`config.mk`:
```
export PLATFORM = sky130hd
export DESIGN_NAME = rle_block_decoder
export DESIGN_NICKNAME = d
export VERILOG_FILES = /design/src/design/rbd_pkg.sv /design/src/design/rle_block_decoder.sv
export SDC_FILE = /design/constraint.sdc
export NUM_CORES = 1
export LEC_CHECK = 0
export BUFFER_PORTS_ARGS = -buffer_cell sky130_fd_sc_hd__buf_2
export CAP_MARGIN = 5
export CORE_ASPECT_RATIO = 1.4
export CORE_MARGIN = 8
export CORE_UTILIZATION = 55
export CTS_BUF_LIST = sky130_fd_sc_hd__clkbuf_8
export CTS_CLUSTER_SIZE = 8
export DETAILED_ROUTE_END_ITERATION = 10
export PLACE_DENSITY = 0.81
export SETUP_SLACK_MARGIN = 0.15
export SYNTH_ARGS = -nofsm -noshare
export SYNTH_HDL_FRONTEND = slang
export SYNTH_SLANG_ARGS = --single-unit
```
`constraint.sdc`:
```
create_clock -name clk_i -period 6.08 [get_ports clk_i]
set_input_delay 1.216 -clock clk_i [delete_from_list [all_inputs] [get_ports clk_i]]
set_output_delay 1.216 -clock clk_i [all_outputs]
set_load 0.1 [all_outputs]
```
`src/design/rbd_pkg.sv`:
```
// Package for the run-length block decoder.
// Request payload types, phase and status codes; no dependencies.
package rbd_pkg;

  localparam int unsigned RunLenBits = 7;
  localparam int unsigned SizeBits   = 16;

  typedef enum logic [1:0] {
    ST_OK       = 2'd0,
    ST_OVERFLOW = 2'd1,
    ST_MISMATCH = 2'd2,
    ST_TRUNC    = 2'd3
  } status_e;

  typedef enum logic [4:0] {
    PH_CODE    = 5'b00001,
    PH_REPVAL  = 5'b00010,
    PH_LITERAL = 5'b00100,
    PH_ENDVAL  = 5'b01000,
    PH_DISCARD = 5'b10000
  } phase_e;

  typedef struct packed {
    logic [7:0] in_byte;
    logic       in_last;
  } in_req_t;

  typedef struct packed {
    logic [7:0]            run_value;
    logic [RunLenBits-1:0] run_length;
    logic                  block_done;
    status_e               status;
  } out_req_t;

endpackage

```
`src/design/rle_block_decoder.sv`:
```
// Top level of the run-length block decoder: config register, decode logic
// and output register. Depends on rbd_pkg.
//
// Takes one compressed byte per cycle while in_stall_o is low and gives
// at most one run request per byte, in the cycle after the byte is taken.
// All decoding sits between the phase/counter registers and a single output
// register; a byte is taken whenever the output register is empty or is
// being read in the same cycle, so a stall on the output holds off the input
// by one register only. out_size sits at byte address 0 of the APB port and
// should be written between blocks.
module rle_block_decoder
  import rbd_pkg::*;
#(
  parameter int unsigned OUT_COUNT_BITS = 16
) (
  input  logic        clk_i,
  input  logic        rst_ni,
  input  logic        psel,
  input  logic        penable,
  input  logic        pwrite,
  input  logic [2:0]  paddr,
  input  logic [31:0] pwdata,
  output logic [31:0] prdata,
  output logic        pready,
  input  logic        in_valid_i,
  output logic        in_stall_o,
  input  in_req_t     in_req_i,
  output logic        out_valid_o,
  input  logic        out_stall_i,
  output out_req_t    out_req_o
);

  localparam int unsigned CmpBits =
    (OUT_COUNT_BITS + 1 > SizeBits + 1) ? OUT_COUNT_BITS + 1 : SizeBits + 1;

  logic [SizeBits-1:0]       out_size_q;
  phase_e                    phase_q, phase_d;
  logic [RunLenBits-1:0]     run_count_q, run_count_d;
  logic [OUT_COUNT_BITS-1:0] out_count_q, out_count_d;
  status_e                   stop_q, stop_d;
  logic                      out_valid_q, out_valid_d;
  out_req_t                  out_req_q, out_req_d;

  logic                  accept;
  logic                  emit;
  out_req_t              res;
  logic [RunLenBits-1:0] amount;
  logic [CmpBits-1:0]    size_ext, count_ext, count_plus;
  logic                  last;
  logic [7:0]            b;

  assign pready = 1'b1;
  assign prdata = (paddr[2] == 1'b0) ? {{(32 - SizeBits){1'b0}}, out_size_q} : 32'd0;

  always_ff @(posedge clk_i or negedge rst_ni) begin
    if (!rst_ni) begin
      out_size_q <= '0;
    end else if (psel && penable && pwrite && pready && paddr[2] == 1'b0) begin
      out_size_q <= pwdata[SizeBits-1:0];
    end
  end

  assign in_stall_o = out_valid_q & out_stall_i;
  assign accept     = in_valid_i & ~in_stall_o;

  assign b          = in_req_i.in_byte;
  assign last       = in_req_i.in_last;
  assign amount     = b[RunLenBits-1:0];
  assign size_ext   = CmpBits'(out_size_q);
  assign count_ext  = CmpBits'(out_count_q);
  assign count_plus = count_ext + CmpBits'(amount);

  always_comb begin
    phase_d     = phase_q;
    run_count_d = run_count_q;
    out_count_d = out_count_q;
    stop_d      = stop_q;
    emit        = 1'b0;
    res         = '{run_value: 8'd0, run_length: '0, block_done: 1'b0, status: ST_OK};
    unique case (phase_q)
      PH_REPVAL: begin
        phase_d = PH_CODE;
        if (run_count_q != '0 || last) begin
          emit           = 1'b1;
          res.block_done = last;
          if (run_count_q != '0) begin
            res.run_value  = b;
            res.run_length = run_count_q;
          end
          if (last) res.status = (count_ext == size_ext) ? ST_OK : ST_MISMATCH;
        end
      end
      PH_LITERAL: begin
        run_count_d    = run_count_q - RunLenBits'(1);
        emit           = 1'b1;
        res.run_value  = b;
        res.run_length = RunLenBits'(1);
        res.block_done = last;
        if (run_count_d == '0) begin
          phase_d = PH_CODE;
          if (last) res.status = (count_ext == size_ext) ? ST_OK : ST_MISMATCH;
        end else if (last) begin
          res.status = ST_TRUNC;
        end
      end
      PH_ENDVAL: begin
        if (count_ext >= size_ext) begin
          if (last) begin
            emit           = 1'b1;
            res.block_done = 1'b1;
            res.status     = ST_OVERFLOW;
          end else begin
            stop_d  = ST_OVERFLOW;
            phase_d = PH_DISCARD;
          end
        end else begin
          out_count_d    = out_count_q + OUT_COUNT_BITS'(1);
          emit           = 1'b1;
          res.run_value  = b;
          res.run_length = RunLenBits'(1);
          res.block_done = last;
          if (last) begin
            res.status = (CmpBits'(out_count_d) == size_ext) ? ST_OK : ST_MISMATCH;
          end else begin
            stop_d  = ST_MISMATCH;
            phase_d = PH_DISCARD;
          end
        end
      end
      PH_DISCARD: begin
        if (last) begin
          emit           = 1'b1;
          res.block_done = 1'b1;
          res.status     = stop_q;
        end
      end
      PH_CODE: begin
        if (!b[7] && amount == '0) begin
          if (last) begin
            emit           = 1'b1;
            res.block_done = 1'b1;
            res.status     = ST_TRUNC;
          end else begin
            phase_d = PH_ENDVAL;
          end
        end else if (count_plus >= size_ext) begin
          if (last) begin
            emit           = 1'b1;
            res.block_done = 1'b1;
            res.status     = ST_OVERFLOW;
          end else begin
            stop_d  = ST_OVERFLOW;
            phase_d = PH_DISCARD;
          end
        end else if (last) begin
          emit           = 1'b1;
          res.block_done = 1'b1;
          res.status     = ST_TRUNC;
        end else begin
          out_count_d = count_plus[OUT_COUNT_BITS-1:0];
          run_count_d = amount;
          phase_d     = b[7] ? PH_REPVAL : PH_LITERAL;
        end
      end
      default: begin
        phase_d = PH_CODE;
      end
    endcase
    // block end returns all decode state to its start values
    if (emit && res.block_done) begin
      phase_d     = PH_CODE;
      run_count_d = '0;
      out_count_d = '0;
      stop_d      = ST_OK;
    end
  end

  always_ff @(posedge clk_i or negedge rst_ni) begin
    if (!rst_ni) begin
      phase_q     <= PH_CODE;
      run_count_q <= '0;
      out_count_q <= '0;
      stop_q      <= ST_OK;
    end else if (accept) begin
      phase_q     <= phase_d;
      run_count_q <= run_count_d;
      out_count_q <= out_count_d;
      stop_q      <= stop_d;
    end
  end

  always_comb begin
    out_valid_d = out_valid_q;
    out_req_d   = out_req_q;
    if (accept) begin
      out_valid_d = emit;
      out_req_d   = res;
    end else if (!out_stall_i) begin
      out_valid_d = 1'b0;
    end
  end

  always_ff @(posedge clk_i or negedge rst_ni) begin
    if (!rst_ni) begin
      out_valid_q <= 1'b0;
    end else begin
      out_valid_q <= out_valid_d;
    end
  end

  always_ff @(posedge clk_i) begin
    out_req_q <= out_req_d;
  end

  assign out_valid_o = out_valid_q;
  assign out_req_o   = out_req_q;

endmodule

```
==> run summary, run 1 <==
maximum vdd drop - 0.284 mV
# Max-Cap Violations - 0
die area - 13100 um2
Slew HR - 31.8%
total of warnings raised by yosys - 0
PwrDens - 474 nW/um2
dpl cell area - 5630 um2
Buf+Inv Stages, Crit Path - 1
most common cell in the netlist - nor2_1
max-slew violations - 0
CP arrival - 5360 ps
CP Capture Type - flip-flop
WL per Instance - 20.1 um
final wirelength - 15500 um
CP max-delay cell - a21oi_1
RSZ-0062 raised after global routing - no
std cell rows - 42
Root Driver - clkbuf_8
Ant. Diodes - 0
post-synthesis mux area share - 3.99%
fill cell count - 800
CP Max Fanout - 8
Post-Synth XOR/XNOR Area - 5.29%
Placed Instances - 755
Crit Path Class - input pin to flip-flop
grt ovf - 0
pre-CTS WS - 809 ps
CTS max path bufs - 2
adder-cell share of the synthesized area - 10.3%
clock sink total - 65
CTS tree - done
slew of the pin with the lowest slew margin - 1020 ps
most instantiated cells after synthesis - nor2_1 (57), dfrtp_1 (46), ha_1 (42), inv_1 (38), a21oi_1 (36)
status - finished, final reports clean
initial antenna violation count - 0
critical-path cell list - buf_2 -> ha_1 -> o21ai_0 -> nor2_1 -> o21ai_0 -> a21oi_1 -> xnor2_1 -> ha_1 -> nand4_1 -> nor3_1 -> o41ai_2 -> a31oi_2 -> or3_1 -> o31ai_2
via count - 5085
core area - 9410 um2
leading area contributor after synthesis - dfrtp_1
synth unique cells - 86
post-synthesis sequential area ratio - 32.4%
asr flop ratio synth - 72.3%
post-route setup slack - 1000 ps
Die X - 99.0 um
Synth Area in Compound Gates - 20.2%
Worst Hold Class - flip-flop to flip-flop
layout cells sized above 1 - 19.1%
synthesized area per cell - 8.84 um2
Final Net Count - 750
drt drc - 0
initial drt markers - 369
CP max stage delay - 660 ps
fmax - 197 MHz
Final Hold Vio Count - 0
Post-CTS Setup Bufs - 0
CTS Hold Bufs - 0
final setup violation count - 0
Initial Utilization - 56.4%
cells after synthesis - 600
ys flop type - dfrtp_1
leak pwr - 2.57 nW
Data required, critical path - 6360 ps
average vias per placed instance - 6.60
Post-synth EDFFs - 18
DP HPWL - 11400 um
vias in the first global route - 5082
GP Congestion - 0.972
IO buf count - 68
Post-Synth Simple-Gate Area - 20.5%
largest family of logic cells by synthesized area - simple AND/OR/NAND/NOR gates
Synth Cell Area - 5300 um2
Tcrit/Tclk final - 83.6%
post-route setup TNS - 0 ps
largest cells by area after synthesis - dfrtp_1 (22%), edfxtp_1 (10%), ha_1 (9.9%)
Layout Cells excl Fill - 771
CTS resizes - 0
post-route cell area - 5820 um2
H-Tree Depth - 3
CTS Buf Count - 9
clock latency on the worst-skew pair - 370 ps
die height - 132 um
Clock Skew - 9.17 ps
pin count of the biggest net entering global routing - 48
clock transition at the registers of the reported paths - 80 ps
drt first pass iters - 5
first-pass GRT wire length - 25300 um
startpoint types - input pin
crit-path leading delay family - compound AO/OA/AOI/OAI gates
top-area cell type share of the netlist area - 21.7%
Synth-to-Final Area Change - 9.82%
WHS - 511 ps
# IOs - 104
Antenna Nets Post-Route - 0
total track usage - 23.9%
min Tclk post-route - 5080 ps
#FFs+latches synth - 65
routing by layer:
metal,vias up,share of wire (%),global-route usage (%)
li1,2301,-,-
met1,2422,38,26.2
met2,289,50,41.2
met3,73,6.5,4.33
met4,0,5.1,15.3
met5,-,0,0
area by class of cell:
| class | instances | area, um2 | share of cell area (%) |
|---|---|---|---|
| timing repair buffer | 71 | 363 | 6.23 |
| sequential | 65 | 1720 | 29.5 |
| clock inverter | 7 | 71.3 | 1.23 |
| multi-input combinational | 469 | 3260 | 56.0 |
| clock buffer | 9 | 124 | 2.13 |
| tap | 110 | 138 | 2.36 |
| inverter | 40 | 150 | 2.58 |
through the flow:
stage	util, %	total power, W
detailed placement	59.8	0.00233
floorplan	-	0.00201
CTS	61.9	0.00273
global placement	59.8	0.00228
global route	61.9	0.00292
finish	61.9	0.00276
cell families after synthesis:
| family | after synthesis |
|---|---|
| flops | 65 |
| simple gates | 207 |
| mux | 19 |
| buf+inv | 81 |
| compound gates | 151 |
| fa+ha+maj | 43 |
| other cells | 2 |
| xor+xnor | 32 |
final timing paths:
check	start	end	slack, ps	depth (start not counted)
min in group asynchronous	rst_ni	out_count_q[11]$_DFFE_PN0P_	950	2
max reg2reg	out_count_q[2]$_DFFE_PN0P_	run_count_q[0]$_DFFE_PN0P_	1440	13
max	in_req_i[4]	run_count_q[0]$_DFFE_PN0P_	1000	14
max in group asynchronous	rst_ni	out_count_q[7]$_DFFE_PN0P_	4680	2
min	out_size_q[5]$_DFFE_PN0P_	out_size_q[5]$_DFFE_PN0P_	510	1
min reg2reg	out_size_q[5]$_DFFE_PN0P_	out_size_q[5]$_DFFE_PN0P_	510	1
registers in the layout (all words and copies together) (netlist names):
name         count
out_size_q      16
out_valid_o      1
out_req_o       18
phase_q          5
run_count_q      7
out_count_q     16
stop_q           2
report_power, final:
part	switching (W)	internal, W	total, W
clock	0.000190	0.000188	0.000378
sequential	0.000143	0.000570	0.000713
combinational	0.00116	0.000508	0.00167
cells in the final DEF, fill, tap and decap left out, types with 7 or more instances in the layout:
| master | Yosys | layout |
|---|---|---|
| nand4_1 | 14 | 14 |
| and3_1 | 8 | 8 |
| a21oi_1 | 36 | 36 |
| inv_1 | 38 | 38 |
| a211oi_1 | 12 | 12 |
| nor3_1 | 24 | 24 |
| nand3_1 | 16 | 16 |
| nor4_1 | 9 | 9 |
| a31oi_1 | 7 | 7 |
| o21ai_0 | 25 | 25 |
| edfxtp_1 | 18 | 18 |
| and2_1 | 11 | 11 |
| nand2_1 | 31 | 31 |
| nor2_1 | 57 | 57 |
| o31ai_1 | 9 | 9 |
| xnor2_1 | 23 | 23 |
| dfrtp_1 | 46 | 46 |
| clkbuf_8 | 0 | 9 |
| xor2_1 | 9 | 9 |
| mux2_2 | 17 | 17 |
| conb_1 | 2 | 17 |
| ha_1 | 42 | 42 |
| o22ai_1 | 12 | 12 |
| buf_2 | 5 | 68 |
No activity file was read; power rests on OpenSTA's default activity.
==> run 2: changes to the inputs <==
Settings changed: ABC_AREA set to 1.
Clock period 6.08 ns to 4.8 ns, I/O delays scaled along.
==> run summary, run 2 <==
dpl cell area - 5670 um2
fmax - 236 MHz
# IOs - 104
H-Tree Depth - 3
Clock Power Share - 14.0%
CTS resizes - 0
pre-CTS WS - 238 ps
Worst Hold Class - flip-flop to flip-flop
leak pwr - 3.15 nW
grt ovf - 0
largest cells by area after synthesis - dfrtp_1 (22%), nand2_1 (14%), edfxtp_1 (10%)
vias in the first global route - 5318
CTS Buf Count - 9
DP HPWL - 11100 um
most frequent cells in the layout - nand2_1 (191), inv_1 (92), nor2_1 (85)
GP Congestion - 0.930
CTS Hold Bufs - 0
Int Pwr - 0.00155 W
first-pass GRT wire length - 24500 um
Post-CTS Setup Bufs - 0
pin count of the biggest net entering global routing - 48
average vias per placed instance - 5.66
post-route setup slack - 555 ps
most common cell in the netlist - nand2_1
die area - 13000 um2
Crit Path Class - input pin to flip-flop
via count - 5197
initial drt markers - 397
IO buf count - 68
post-synthesis sequential area ratio - 32.6%
min Tclk post-route - 4250 ps
Antenna Nets Post-Route - 0
Clock Skew - 13.9 ps
leading area contributor after synthesis - dfrtp_1
startpoint types - input pin
CTS tree - done
WHS - 484 ps
Tcrit/Tclk final - 88.4%
total track usage - 23.2%
cells after synthesis - 736
maximum vdd drop - 0.263 mV
overall power - 0.00349 W
most instantiated cells after synthesis - nand2_1 (191), inv_1 (91), nor2_1 (86), dfrtp_1 (46), ha_1 (42)
CTS max path bufs - 2
final wirelength - 14700 um
Final Net Count - 898
Slew HR - 44.1%
std cell rows - 42
slew of the pin with the lowest slew margin - 836 ps
Data required, critical path - 5070 ps
Root Driver - clkbuf_8
WL per Instance - 16.0 um
CP arrival - 4510 ps
CP Max Fanout - 7
layout cells sized above 1 - 13.5%
Final Hold Vio Count - 0
total of warnings raised by yosys - 0
#FFs+latches synth - 65
Largest register FFs - 18
asr flop ratio synth - 72.3%
post-route cell area - 5860 um2
Die X - 98.8 um
Sw Pwr - 0.00194 W
max-slew violations - 0
initial antenna violation count - 0
die height - 132 um
core area - 9410 um2
Post-synth EDFFs - 18
clock sink total - 65
post-route setup TNS - 0 ps
combinational power share - 60.1%
synth unique cells - 46
drt first pass iters - 5
top-area cell type share of the netlist area - 21.8%
Initial Utilization - 56.1%
PwrDens - 594 nW/um2
Synth-to-Final Area Change - 11.2%
final setup violation count - 0
synthesized area per cell - 7.17 um2
clock latency on the worst-skew pair - 370 ps
Ant. Diodes - 0
status - finished, final reports clean
commonest non-fill, non-tap cell in the layout - nand2_1
sw frac - 55.6%
RSZ-0062 raised after global routing - no
CP Capture Type - flip-flop
ys flop type - dfrtp_1
# Max-Cap Violations - 0
sequential power share - 25.9%
fill cell count - 843
Synth Cell Area - 5270 um2
clock transition at the registers of the reported paths - 80 ps
drt drc - 0
-- run 2: final cells by class --
type	count	area, um2	share of cell area (%)
inverter	95	357	6.08
tap	110	138	2.35
multi-input combinational	557	3060	52.1
clock inverter	7	72.6	1.24
timing repair buffer	76	400	6.83
sequential	65	1720	29.3
clock buffer	9	124	2.11
-- run 2: power groups by stage --
stage                     logic (W)  registers [W]  clock network [W]
after floorplan             0.00143        0.00110                  0
after global placement      0.00200       0.000898                  0
after detailed placement    0.00206       0.000906                  0
after CTS                   0.00207       0.000895           0.000495
after global routing        0.00230       0.000925           0.000519
final                       0.00209       0.000903           0.000489
-- run 2: logic make-up (layout without fill, tap and decap cells) --
| family | after synthesis | after routing | share of synthesized area (%) |
|---|---|---|---|
| xor+xnor | 31 | 31 | 5.15 |
| compound gates | 95 | 95 | 10.6 |
| buf+inv | 129 | 187 | 10.7 |
| flops | 65 | 65 | 32.6 |
| simple gates | 371 | 371 | 30.5 |
| other cells | 2 | 17 | 0.142 |
| fa+ha+maj | 43 | 43 | 10.3 |
-- run 2: layer usage --
| layer | vias to the layer above | share of wire (%) | GRT usage, % |
|---|---|---|---|
| met3 | 46 | 4.9 | 4.39 |
| met2 | 219 | 50 | 39.5 |
| met4 | 0 | 4.3 | 14.6 |
| li1 | 2523 | - | - |
| met5 | - | 0 | 0 |
| met1 | 2409 | 40 | 25.8 |
-- run 2: worst max-delay path, stage by stage --
cell     delay [ps]
buf_2           100
ha_1            170
inv_1            60
fa_1            400
o21ai_1         300
nand2_1         210
a21oi_2         280
xor2_1          270
ha_1            320
a21oi_1         210
o21a_1          170
nand2_1          60
nand2_1          50
nand2_1          50
nand2_1         110
nand3_1         100
nand2_1         190
nand3_1         270
nand2_1         180
nand2_1          60
-- run 2: through the flow --
stage | utilization, % | cells
2_1_floorplan | - | 751
3_3_place_gp | 60.3 | 903
3_5_place_dp | 60.3 | 903
4_1_cts | 62.3 | 919
5_1_grt | 62.3 | 919
6_report | 62.3 | 919
-- run 2: path summary, 6_finish.rpt --
path                                          endpoint                       start  depth (start not counted)  slack, ps
setup / recovery            run_count_q[0]$_DFFE_PN0P_                 in_req_i[1]                         20        550
hold / removal              run_count_q[5]$_DFFE_PN0P_  run_count_q[5]$_DFFE_PN0P_                          2        480
setup reg to reg            run_count_q[0]$_DFFE_PN0P_  out_count_q[0]$_DFFE_PN0P_                         19        760
hold reg to reg             run_count_q[5]$_DFFE_PN0P_  run_count_q[5]$_DFFE_PN0P_                          2        480
max in group asynchronous   run_count_q[4]$_DFFE_PN0P_                      rst_ni                          2       3660
min in group asynchronous  out_count_q[12]$_DFFE_PN0P_                      rst_ni                          2        700
